## src/hdl/cascade_position_speed_pid_assert.svh

```systemverilog
// ----------------------------------------------------------------------------
// cascade_position_speed_pid_assert
// assertion macros shared by the cascade controller rtl
// ----------------------------------------------------------------------------
`ifndef CASCADE_POSITION_SPEED_PID_ASSERT_SVH
`define CASCADE_POSITION_SPEED_PID_ASSERT_SVH

// same-cycle implication, checked outside of reset
`define CPSP_ASSERT_NOW(label, clk, rst_n, ante, cons, msg) \
    label: assert property (@(posedge clk) disable iff (!rst_n) (ante) |-> (cons)) \
        else $error(msg);

// next-cycle implication, checked outside of reset
`define CPSP_ASSERT_NEXT(label, clk, rst_n, ante, cons, msg) \
    label: assert property (@(posedge clk) disable iff (!rst_n) (ante) |=> (cons)) \
        else $error(msg);

`endif

```

## src/hdl/cpsp_pkg.sv

```systemverilog
// ----------------------------------------------------------------------------
// cpsp_pkg
// shared types and constants of the cascade position / speed controller
// ----------------------------------------------------------------------------
`default_nettype none

package cpsp_pkg;

    // gain registers are signed q8.8
    localparam int GAIN_W    = 16;
    localparam int CFG_IDX_W = 3;

    // register indexes
    localparam logic [CFG_IDX_W-1:0] REG_POS_KP = 3'd0;
    localparam logic [CFG_IDX_W-1:0] REG_POS_KI = 3'd1;
    localparam logic [CFG_IDX_W-1:0] REG_POS_KD = 3'd2;
    localparam logic [CFG_IDX_W-1:0] REG_SPD_KP = 3'd3;
    localparam logic [CFG_IDX_W-1:0] REG_SPD_KI = 3'd4;

    // low-pass weights, 0.7 new and 0.3 old in 1/256 steps
    localparam logic signed [GAIN_W-1:0] FILT_NEW = 16'sd179;
    localparam logic signed [GAIN_W-1:0] FILT_OLD = 16'sd77;

    // parameter defaults
    localparam int DEF_DATA_WIDTH    = 16;
    localparam int DEF_POS_INT_LIMIT = 400;
    localparam int DEF_SPD_INT_LIMIT = 2000;

    typedef struct packed {
        logic signed [GAIN_W-1:0] pos_kp;
        logic signed [GAIN_W-1:0] pos_ki;
        logic signed [GAIN_W-1:0] pos_kd;
        logic signed [GAIN_W-1:0] spd_kp;
        logic signed [GAIN_W-1:0] spd_ki;
    } t_gains;

    // multiply-accumulate command: issue a product, first one of a sum
    typedef struct packed {
        logic issue;
        logic first;
    } t_mac_ctl;

endpackage

`default_nettype wire

```

## src/hdl/cpsp_ifs.sv

```systemverilog
// ----------------------------------------------------------------------------
// cpsp_ifs
// valid / ready channels of the cascade controller: sample, drive, config
// ----------------------------------------------------------------------------
`default_nettype none

// sample channel
interface cpsp_in_if #(
    parameter int W = 16
) ();
    logic                valid;
    logic                ready;
    logic signed [W-1:0] measured_position;
    logic signed [W-1:0] cmd_position;
    logic signed [W-1:0] measured_speed;

    modport source (output valid, measured_position, cmd_position, measured_speed,
                    input ready);
    modport sink   (input valid, measured_position, cmd_position, measured_speed,
                    output ready);
endinterface

// drive channel
interface cpsp_out_if #(
    parameter int W = 16
) ();
    logic                valid;
    logic                ready;
    logic signed [W-1:0] drive_value;

    modport source (output valid, drive_value, input ready);
    modport sink   (input valid, drive_value, output ready);
endinterface

// register write channel
interface cpsp_cfg_if import cpsp_pkg::*; ();
    logic                 valid;
    logic                 ready;
    logic [CFG_IDX_W-1:0] index;
    logic [GAIN_W-1:0]    data;

    modport source (output valid, index, data, input ready);
    modport sink   (input valid, index, data, output ready);
endinterface

`default_nettype wire

```

## src/hdl/cpsp_regs.sv

```systemverilog
// ----------------------------------------------------------------------------
// cpsp_regs
// gain register file, written through the config channel
// ----------------------------------------------------------------------------
`default_nettype none

module cpsp_regs import cpsp_pkg::*; (
    input  wire     i_clk,
    input  wire     i_rst_n,
    cpsp_cfg_if.sink i_cfg,
    output t_gains  o_gains
);

    t_gains r_gains;

    // writes are always taken
    assign i_cfg.ready = 1'b1;

    // register write, unknown indexes are dropped
    always_ff @(posedge i_clk) begin
        if (!i_rst_n) begin
            r_gains <= '0;
        end else if (i_cfg.valid) begin
            case (i_cfg.index)
                REG_POS_KP: r_gains.pos_kp <= i_cfg.data;
                REG_POS_KI: r_gains.pos_ki <= i_cfg.data;
                REG_POS_KD: r_gains.pos_kd <= i_cfg.data;
                REG_SPD_KP: r_gains.spd_kp <= i_cfg.data;
                REG_SPD_KI: r_gains.spd_ki <= i_cfg.data;
                default:    r_gains        <= r_gains;
            endcase
        end
    end

    assign o_gains = r_gains;

endmodule

`default_nettype wire

```

## src/hdl/cpsp_mac.sv

```systemverilog
// ----------------------------------------------------------------------------
// cpsp_mac
// shared multiply-accumulate unit: registered product, then accumulate
// ----------------------------------------------------------------------------
`default_nettype none

module cpsp_mac import cpsp_pkg::*; #(
    parameter int B_W = 18
) (
    input  wire                                  i_clk,
    input  wire                                  i_rst_n,
    input  wire t_mac_ctl                        i_ctl,
    input  wire signed [GAIN_W-1:0]              i_a,
    input  wire signed [B_W-1:0]                 i_b,
    output logic signed [GAIN_W+B_W+2-1:0]       o_acc
);

    localparam int P_W   = GAIN_W + B_W;
    localparam int ACC_W = P_W + 2;

    logic signed [P_W-1:0]   r_prod;
    logic signed [ACC_W-1:0] r_acc;
    t_mac_ctl                r_ctl;

    // product stage
    always_ff @(posedge i_clk) begin
        r_prod <= i_a * i_b;
    end

    always_ff @(posedge i_clk) begin
        if (!i_rst_n) begin
            r_ctl <= '0;
        end else begin
            r_ctl <= i_ctl;
        end
    end

    // accumulate stage, in the cycle after the product
    always_ff @(posedge i_clk) begin
        if (r_ctl.issue) begin
            if (r_ctl.first) begin
                r_acc <= ACC_W'(r_prod);
            end else begin
                r_acc <= r_acc + ACC_W'(r_prod);
            end
        end
    end

    assign o_acc = r_acc;

endmodule

`default_nettype wire

```

## src/hdl/cascade_position_speed_pid.sv

```systemverilog
// ----------------------------------------------------------------------------
// cascade_position_speed_pid
// cascade controller: position pid feeding a filtered speed pi, one drive
// value per sample, all products through one shared multiplier
// ----------------------------------------------------------------------------
//  channel  dir  handshake          payload
//  i_in     in   valid / ready      measured_position, cmd_position,
//                                   measured_speed
//  o_out    out  valid / ready      drive_value
//  i_cfg    in   valid / ready      index, data (gain registers 0..4)
//
//  the drive value is produced by a sequence of steps after a sample is
//  accepted: seven products through the single multiply-accumulate unit,
//  a drain step after each sum, plus the integral and filter updates.
//  i_in.ready is high only while the sequencer is idle.
//  the drive value sits in an output register and the next sample is taken
//  while it waits; the sequencer holds in its last step if still not taken.
//  reset clears gains, loop state and the output valid.
// ----------------------------------------------------------------------------
`default_nettype none

module cascade_position_speed_pid import cpsp_pkg::*; #(
    parameter int DATA_WIDTH    = DEF_DATA_WIDTH,
    parameter int POS_INT_LIMIT = DEF_POS_INT_LIMIT,
    parameter int SPD_INT_LIMIT = DEF_SPD_INT_LIMIT
) (
    input  wire       i_clk,
    input  wire       i_rst_n,
    cpsp_in_if.sink   i_in,
    cpsp_out_if.source o_out,
    cpsp_cfg_if.sink  i_cfg
);

`include "cascade_position_speed_pid_assert.svh"

    localparam int D       = DATA_WIDTH;
    localparam int PERR_W  = D + 1;
    localparam int PDIFF_W = D + 2;
    localparam int SERR_W  = D + 1;
    localparam int FILT_W  = D + 2;
    localparam int PI_W    = $clog2(POS_INT_LIMIT + 1) + 1;
    localparam int SI_W    = $clog2(SPD_INT_LIMIT + 1) + 1;
    localparam int SUMP_W  = ((PI_W > PERR_W) ? PI_W : PERR_W) + 1;
    localparam int SUMS_W  = ((SI_W > FILT_W) ? SI_W : FILT_W) + 1;
    localparam int MB_A    = (FILT_W > PI_W) ? FILT_W : PI_W;
    localparam int MB_W    = (MB_A > SI_W) ? MB_A : SI_W;
    localparam int ACC_W   = GAIN_W + MB_W + 2;
    localparam int Q_W     = ACC_W - 8;

    localparam logic signed [D-1:0]      DMAX    = {1'b0, {(D-1){1'b1}}};
    localparam logic signed [D-1:0]      DMIN    = {1'b1, {(D-1){1'b0}}};
    localparam logic signed [SUMP_W-1:0] PLIM_HI = SUMP_W'(POS_INT_LIMIT);
    localparam logic signed [SUMP_W-1:0] PLIM_LO = -PLIM_HI;
    localparam logic signed [SUMS_W-1:0] SLIM_HI = SUMS_W'(SPD_INT_LIMIT);
    localparam logic signed [SUMS_W-1:0] SLIM_LO = -SLIM_HI;

    // sequencer steps
    localparam logic [3:0] ST_IDLE = 4'd0;
    localparam logic [3:0] ST_PINT = 4'd1;
    localparam logic [3:0] ST_M0   = 4'd2;
    localparam logic [3:0] ST_M1   = 4'd3;
    localparam logic [3:0] ST_M2   = 4'd4;
    localparam logic [3:0] ST_PW   = 4'd5;
    localparam logic [3:0] ST_SETP = 4'd6;
    localparam logic [3:0] ST_M3   = 4'd7;
    localparam logic [3:0] ST_M4   = 4'd8;
    localparam logic [3:0] ST_FW   = 4'd9;
    localparam logic [3:0] ST_FILT = 4'd10;
    localparam logic [3:0] ST_SINT = 4'd11;
    localparam logic [3:0] ST_M5   = 4'd12;
    localparam logic [3:0] ST_M6   = 4'd13;
    localparam logic [3:0] ST_SW   = 4'd14;
    localparam logic [3:0] ST_DRV  = 4'd15;

    logic [3:0]                r_state;
    logic [3:0]                n_state;
    logic signed [PERR_W-1:0]  r_perr;
    logic signed [PERR_W-1:0]  r_last;
    logic signed [PDIFF_W-1:0] r_pdiff;
    logic signed [PI_W-1:0]    r_pint;
    logic signed [D-1:0]       r_mspd;
    logic signed [SERR_W-1:0]  r_serr;
    logic signed [FILT_W-1:0]  r_filt;
    logic signed [SI_W-1:0]    r_sint;
    logic signed [D-1:0]       r_drive;
    logic                      r_ovalid;

    t_gains                    w_gains;
    t_mac_ctl                  w_ctl;
    logic signed [GAIN_W-1:0]  w_a;
    logic signed [MB_W-1:0]    w_b;
    logic signed [ACC_W-1:0]   w_acc;
    logic [ACC_W-1:0]          w_bias;
    logic signed [Q_W-1:0]     w_quot;
    logic signed [D-1:0]       w_sat;
    logic signed [SUMP_W-1:0]  w_psum;
    logic signed [SUMS_W-1:0]  w_ssum;
    logic                      w_in_acc;
    logic                      w_out_free;
    logic                      w_pint_ok;
    logic                      w_sint_ok;
    logic                      w_drv_done;

    // gain registers
    cpsp_regs u_regs (
        .i_clk   (i_clk),
        .i_rst_n (i_rst_n),
        .i_cfg   (i_cfg),
        .o_gains (w_gains)
    );

    // shared multiply-accumulate
    cpsp_mac #(
        .B_W (MB_W)
    ) u_mac (
        .i_clk   (i_clk),
        .i_rst_n (i_rst_n),
        .i_ctl   (w_ctl),
        .i_a     (w_a),
        .i_b     (w_b),
        .o_acc   (w_acc)
    );

    assign i_in.ready = (r_state == ST_IDLE);
    assign w_in_acc   = i_in.valid && i_in.ready;
    assign w_out_free = !r_ovalid || o_out.ready;

    // operand selection per step
    always_comb begin
        w_ctl = '0;
        w_a   = '0;
        w_b   = '0;
        case (r_state)
            ST_M0: begin
                w_ctl = '{issue: 1'b1, first: 1'b1};
                w_a   = w_gains.pos_kp;
                w_b   = MB_W'(r_perr);
            end
            ST_M1: begin
                w_ctl = '{issue: 1'b1, first: 1'b0};
                w_a   = w_gains.pos_ki;
                w_b   = MB_W'(r_pint);
            end
            ST_M2: begin
                w_ctl = '{issue: 1'b1, first: 1'b0};
                w_a   = w_gains.pos_kd;
                w_b   = MB_W'(r_pdiff);
            end
            ST_M3: begin
                w_ctl = '{issue: 1'b1, first: 1'b1};
                w_a   = FILT_NEW;
                w_b   = MB_W'(r_serr);
            end
            ST_M4: begin
                w_ctl = '{issue: 1'b1, first: 1'b0};
                w_a   = FILT_OLD;
                w_b   = MB_W'(r_filt);
            end
            ST_M5: begin
                w_ctl = '{issue: 1'b1, first: 1'b1};
                w_a   = w_gains.spd_kp;
                w_b   = MB_W'(r_filt);
            end
            ST_M6: begin
                w_ctl = '{issue: 1'b1, first: 1'b0};
                w_a   = w_gains.spd_ki;
                w_b   = MB_W'(r_sint);
            end
            default: begin
                w_ctl = '0;
            end
        endcase
    end

    // divide by 256 toward zero, then saturate to the data range
    assign w_bias = w_acc + (w_acc[ACC_W-1] ? ACC_W'(255) : '0);
    assign w_quot = w_bias[ACC_W-1:8];
    always_comb begin
        if (w_quot > Q_W'(DMAX)) begin
            w_sat = DMAX;
        end else if (w_quot < Q_W'(DMIN)) begin
            w_sat = DMIN;
        end else begin
            w_sat = w_quot[D-1:0];
        end
    end

    // integral sums before clamping
    assign w_psum = SUMP_W'(r_pint) + SUMP_W'(r_perr);
    assign w_ssum = SUMS_W'(r_sint) + SUMS_W'(r_filt);

    // step sequence
    always_comb begin
        n_state = r_state;
        case (r_state)
            ST_IDLE: if (w_in_acc) n_state = ST_PINT;
            ST_DRV:  if (w_out_free) n_state = ST_IDLE;
            default: n_state = r_state + 4'd1;
        endcase
    end

    always_ff @(posedge i_clk) begin
        if (!i_rst_n) begin
            r_state <= ST_IDLE;
        end else begin
            r_state <= n_state;
        end
    end

    // loop state and working registers
    always_ff @(posedge i_clk) begin
        if (!i_rst_n) begin
            r_pint <= '0;
            r_last <= '0;
            r_filt <= '0;
            r_sint <= '0;
        end else begin
            case (r_state)
                ST_PINT: begin
                    if (w_psum > PLIM_HI) begin
                        r_pint <= PLIM_HI[PI_W-1:0];
                    end else if (w_psum < PLIM_LO) begin
                        r_pint <= PLIM_LO[PI_W-1:0];
                    end else begin
                        r_pint <= w_psum[PI_W-1:0];
                    end
                    r_last <= r_perr;
                end
                ST_FILT: r_filt <= w_quot[FILT_W-1:0];
                ST_SINT: begin
                    if (w_ssum > SLIM_HI) begin
                        r_sint <= SLIM_HI[SI_W-1:0];
                    end else if (w_ssum < SLIM_LO) begin
                        r_sint <= SLIM_LO[SI_W-1:0];
                    end else begin
                        r_sint <= w_ssum[SI_W-1:0];
                    end
                end
                default: r_pint <= r_pint;
            endcase
        end
    end

    // sample capture and intermediate terms
    always_ff @(posedge i_clk) begin
        if (w_in_acc) begin
            r_perr <= PERR_W'(i_in.cmd_position) - PERR_W'(i_in.measured_position);
            r_mspd <= i_in.measured_speed;
        end
        if (r_state == ST_PINT) begin
            r_pdiff <= PDIFF_W'(r_perr) - PDIFF_W'(r_last);
        end
        if (r_state == ST_SETP) begin
            r_serr <= SERR_W'(w_sat) - SERR_W'(r_mspd);
        end
    end

    // output register
    always_ff @(posedge i_clk) begin
        if (!i_rst_n) begin
            r_ovalid <= 1'b0;
        end else if (r_state == ST_DRV && w_out_free) begin
            r_ovalid <= 1'b1;
        end else if (o_out.ready) begin
            r_ovalid <= 1'b0;
        end
    end

    always_ff @(posedge i_clk) begin
        if (r_state == ST_DRV && w_out_free) begin
            r_drive <= w_sat;
        end
    end

    assign o_out.valid       = r_ovalid;
    assign o_out.drive_value = r_drive;

    // checks
    assign w_pint_ok  = (SUMP_W'(r_pint) <= PLIM_HI) && (SUMP_W'(r_pint) >= PLIM_LO);
    assign w_sint_ok  = (SUMS_W'(r_sint) <= SLIM_HI) && (SUMS_W'(r_sint) >= SLIM_LO);
    assign w_drv_done = (r_state == ST_DRV) && w_out_free;

    `CPSP_ASSERT_NOW(a_pint_range, i_clk, i_rst_n, 1'b1, w_pint_ok, "position integral range")
    `CPSP_ASSERT_NOW(a_sint_range, i_clk, i_rst_n, 1'b1, w_sint_ok, "speed integral range")
    `CPSP_ASSERT_NEXT(a_accept_seq, i_clk, i_rst_n, w_in_acc, (r_state == ST_PINT), "no start")
    `CPSP_ASSERT_NEXT(a_drive_out, i_clk, i_rst_n, w_drv_done, o_out.valid, "drive not presented")

endmodule

`default_nettype wire

```

## src/flat_wrapper.sv

```systemverilog
// flat-port wrapper written by rule: the top's interface ports become plain ports
module cascade_position_speed_pid_flat import cpsp_pkg::*;
#(
    parameter int DATA_WIDTH    = DEF_DATA_WIDTH,
    parameter int POS_INT_LIMIT = DEF_POS_INT_LIMIT,
    parameter int SPD_INT_LIMIT = DEF_SPD_INT_LIMIT
)
  (i_clk, i_rst_n, i_in_valid, i_in_measured_position, i_in_cmd_position, i_in_measured_speed, i_in_ready, o_out_valid, o_out_drive_value, o_out_ready, i_cfg_valid, i_cfg_index, i_cfg_data, i_cfg_ready);
  cpsp_in_if #(.W(16)) i_in_i ();
  cpsp_out_if #(.W(16)) o_out_i ();
  cpsp_cfg_if i_cfg_i ();
  input  wire i_clk;
  input  wire i_rst_n;
  input wire logic [$bits(i_in_i.valid)-1:0] i_in_valid;
  input wire logic [$bits(i_in_i.measured_position)-1:0] i_in_measured_position;
  input wire logic [$bits(i_in_i.cmd_position)-1:0] i_in_cmd_position;
  input wire logic [$bits(i_in_i.measured_speed)-1:0] i_in_measured_speed;
  output wire logic [$bits(i_in_i.ready)-1:0] i_in_ready;
  output wire logic [$bits(o_out_i.valid)-1:0] o_out_valid;
  output wire logic [$bits(o_out_i.drive_value)-1:0] o_out_drive_value;
  input wire logic [$bits(o_out_i.ready)-1:0] o_out_ready;
  input wire logic [$bits(i_cfg_i.valid)-1:0] i_cfg_valid;
  input wire logic [$bits(i_cfg_i.index)-1:0] i_cfg_index;
  input wire logic [$bits(i_cfg_i.data)-1:0] i_cfg_data;
  output wire logic [$bits(i_cfg_i.ready)-1:0] i_cfg_ready;
  assign i_in_i.valid = i_in_valid;
  assign i_in_i.measured_position = i_in_measured_position;
  assign i_in_i.cmd_position = i_in_cmd_position;
  assign i_in_i.measured_speed = i_in_measured_speed;
  assign i_in_ready = i_in_i.ready;
  assign o_out_valid = o_out_i.valid;
  assign o_out_drive_value = o_out_i.drive_value;
  assign o_out_i.ready = o_out_ready;
  assign i_cfg_i.valid = i_cfg_valid;
  assign i_cfg_i.index = i_cfg_index;
  assign i_cfg_i.data = i_cfg_data;
  assign i_cfg_ready = i_cfg_i.ready;
  cascade_position_speed_pid #(.DATA_WIDTH(DATA_WIDTH), .POS_INT_LIMIT(POS_INT_LIMIT), .SPD_INT_LIMIT(SPD_INT_LIMIT)) u_core (.i_clk(i_clk), .i_rst_n(i_rst_n), .i_in(i_in_i), .o_out(o_out_i), .i_cfg(i_cfg_i));
endmodule
```

## config.mk

```make
export PLATFORM = sky130hd
export DESIGN_NAME = cascade_position_speed_pid_flat
export DESIGN_NICKNAME = d
export VERILOG_FILES = /design/src/hdl/cpsp_pkg.sv /design/src/hdl/cpsp_ifs.sv /design/src/hdl/cpsp_regs.sv /design/src/hdl/cpsp_mac.sv /design/src/hdl/cascade_position_speed_pid.sv /design/src/flat_wrapper.sv
export VERILOG_INCLUDE_DIRS = /design/src /design/src/hdl
export SDC_FILE = /design/constraint.sdc
export NUM_CORES = 2
export LEC_CHECK = 0
export ABC_AREA = 1
export BUFFER_PORTS_ARGS = -buffer_cell sky130_fd_sc_hd__buf_4
export CORE_UTILIZATION = 43
export CTS_CLUSTER_SIZE = 30
export DETAILED_ROUTE_END_ITERATION = 8
export GPL_ROUTABILITY_DRIVEN = 0
export HOLD_SLACK_MARGIN = 0.05
export SLEW_MARGIN = 20
export SYNTH_ARGS = -nofsm -noshare
export SYNTH_HDL_FRONTEND = slang
export SYNTH_SLANG_ARGS = --single-unit
```

## constraint.sdc

```tcl
create_clock -name i_clk -period 10.8 [get_ports i_clk]
set_input_delay 1.08 -clock i_clk [delete_from_list [all_inputs] [get_ports i_clk]]
set_output_delay 1.08 -clock i_clk [all_outputs]
set_load 0.05 [all_outputs]
```

==> run summary <==
Status: complete, no violations
Share of cells above drive strength 1: 0.06655
Drt wl/cell: 17.28 microns
Nets: 4613
Final instance area: 33060 sq um
Critical Path Most Common Cell: nand2_1
Nature of the critical path endpoint: flip-flop
Worst EP arrival: 8.61 ns
Maximum vdd drop: 0.09551 mV
GR Layer Usage met1: 0.3372
CTS tree: built
DRT antenna net count: 0
Post-DP Area: 31740 sq um
N_diodes: 0
CP peak stage delay: 0.97 ns
FMAX: 122.7 MHz
Yosys cell types: 58
Number of global-route vias before repair: 24913
Core footprint: 68950 sq um
Final worst path period share: 0.7546
CTS Buf Count: 36
Synth Flop Type: dfxtp_1
Row cnt: 96
Fin. Hold Viols: 0
Via count: 25469
Worst-Margin Slew: 1.201 ns
Synth area leaders: fa_1, edfxtp_1, dfxtp_1
Yosys top cell area share: 0.1976
#FFs+latches synth: 298
Minimum clock period: 8.150 ns
Die X-Extent: 266.5 microns
Port bufs: 89
Reg clk slew, reported paths: 0.06 ns
First-pass GRT wire length: 136500 microns
Yosys warns: 0
Met3 Use GR: 0.05600
Power per Cell Area: 111.3 nW/um^2
Die span in y: 266.5 microns
Ys async rst share: 0
Post-CTS Resized: 0
Syn_area_per_cell: 7.597 sq um
Worst Path Max Fanout: 14
Largest net degree at the start of global routing: 99
Sequential area share after synthesis: 0.2382
Setup TNS: 0 ns
RSZ-0062 raised after global routing: no
Grt ovf: 0
Worst EP required: 11.26 ns
Max-cap violations: 0
Routed WL: 86180 microns
Detailed placement HPWL: 70340 microns
Gr usage total: 0.2462
Area Overhead vs Synth: 9.882%
CP Class: flip-flop to flip-flop
Synthesized area: 30080 sq um
Fin Clk Skew: 0.02847 ns
Post-synth top area cell: fa_1
Syn Inst Count: 3960
Slowest-stage cell, CP: nor4_4
Insertion delay to the later sink of the worst-skew pair: 0.56 ns
Max H-tree Level: 2
Starting DRT DRC Count: 1708
Setup repair bufs after CTS: 0
Mapped Nets: 4544
Hold Path Class: flip-flop to flip-flop
Top Usage Layer GRT: met2
Ports: 91
Post-synth top cells: nand2_1, inv_1, nor2_1, fa_1, a21oi_1
Root Buffer: clkbuf_16
DRT Pass-1 Iters: 5
M2 GR Usage: 0.3864
Slew Limit Headroom: 0.1935
Most frequent cell after synthesis: nand2_1
Die area: 71020 sq um
P_leak: 0.01616 uW
Initial antenna violation count: 3
Count of flip-flops with a built-in enable after synthesis: 120
Finish-stage setup viols: 0
Final Max Slew Viols: 0
# DRC: 0
Clk sinks: 298
Setup crit start kind: flip-flop
Fin Hold WS: 0.4496 ns
CTS Hold Bufs: 0
Vias per cell: 5.106
Maximum buffer depth of the clock tree: 3
Final core utilization: 0.4794
Starting Density: 0.4363
[placed cells by master, fill, tap and decap left out, types with 8 or more instances in the layout]
master / instances
o21a_1: 12
o21ai_1: 9
dfxtp_1: 177
or2_2: 22
fa_1: 297
buf_4: 112
xor2_1: 64
ha_1: 215
nand4_1: 34
a211oi_1: 13
nand3b_1: 12
o211ai_1: 8
nor3_1: 28
a21o_1: 12
nand2_2: 14
nand2_1: 790
o22ai_1: 10
edfxtp_1: 120
clkbuf_16: 41
nor4_4: 12
nand3_1: 139
a31oi_1: 19
nor2_1: 479
a22o_1: 12
xnor2_1: 36
inv_2: 19
a21oi_1: 250
o21bai_1: 9
o21ai_0: 196
a22oi_1: 10
inv_1: 787
[cell type report]
cell class                 count  area, sq um
inverter                     810         3040
tap                          931         1165
multi-input combinational   2770        19530
clock buffer                  52         1101
timing repair buffer         113        868.3
fill                        6988        35890
clock inverter                14        182.7
sequential                   298         7168
[layer usage]
metal	routed length, microns	vias to the layer above
li1	-	12578
met1	38990	11922
met2	37580	828
met3	7085	141
met4	2521	0
met5	0	-
[stage by stage]
step | total power, uW | instances | setup WS, ns
after CTS | 3698 | 4987 | 2.701
after global routing | 3884 | 4988 | 2.161
after global placement | 2376 | 4921 | 2.751
after detailed placement | 2380 | 4921 | 2.738
final | 3679 | 4988 | 2.650
after floorplan | 2086 | 3960 | 4.060
[state kept, by name (all words and copies together) (netlist names), 17 cells and up]
name	cells
u_core.r_filt	18
u_core.r_last	17
u_core.r_pdiff	18
u_core.r_perr	17
u_core.r_serr	17
u_core.u_mac.o_acc	36
u_core.u_mac.r_prod	34
u_core.u_regs.o_gains	80
[worst max-delay path, delay by kind of cell, from the launching register on]
kind	cells	cell delay, ns
adder cells (fa/ha/maj)	8	3.85
AND/OR/NAND/NOR	15	2.70
buffers and inverters	8	0.94
flip-flops	1	0.39
XOR/XNOR	1	0.14
[kinds of logic after synthesis]
| logic type | after synthesis | synth area share |
|---|---|---|
| xor gates and xnor gates | 100 | 0.02911 |
| AOI/OAI and AO/OA | 585 | 0.1086 |
| and+or+nand+nor | 1572 | 0.2236 |
| adders and majority gates | 512 | 0.2871 |
| other | 1 | 0.0001247 |
| DFF | 298 | 0.2382 |
| buffers and inverters | 892 | 0.1133 |
[where the power goes]
part	leakage [uW]	total [uW]	switching [uW]	internal, uW
sequential	0.00255	1380	78.3	1310
clock	0.000634	1300	495	808
combinational	0.0130	993	661	331
[worst paths after layout]
| kind | startpoint | to | slack [ns] | depth (start not counted) |
|---|---|---|---|---|
| max reg2reg | u_core.r_state[0]$_SDFFE_PN0P_ | u_core.u_mac.r_prod[31]$_DFF_P_ | 2.65 | 32 |
| min | u_core.u_regs.o_gains[25]$_SDFFE_PN0P_ | u_core.u_regs.o_gains[25]$_SDFFE_PN0P_ | 0.45 | 2 |
| min reg2reg | u_core.u_regs.o_gains[25]$_SDFFE_PN0P_ | u_core.u_regs.o_gains[25]$_SDFFE_PN0P_ | 0.45 | 2 |
| max | u_core.r_state[0]$_SDFFE_PN0P_ | u_core.u_mac.r_prod[31]$_DFF_P_ | 2.65 | 32 |
No activity file was read; power rests on OpenSTA's default activity.
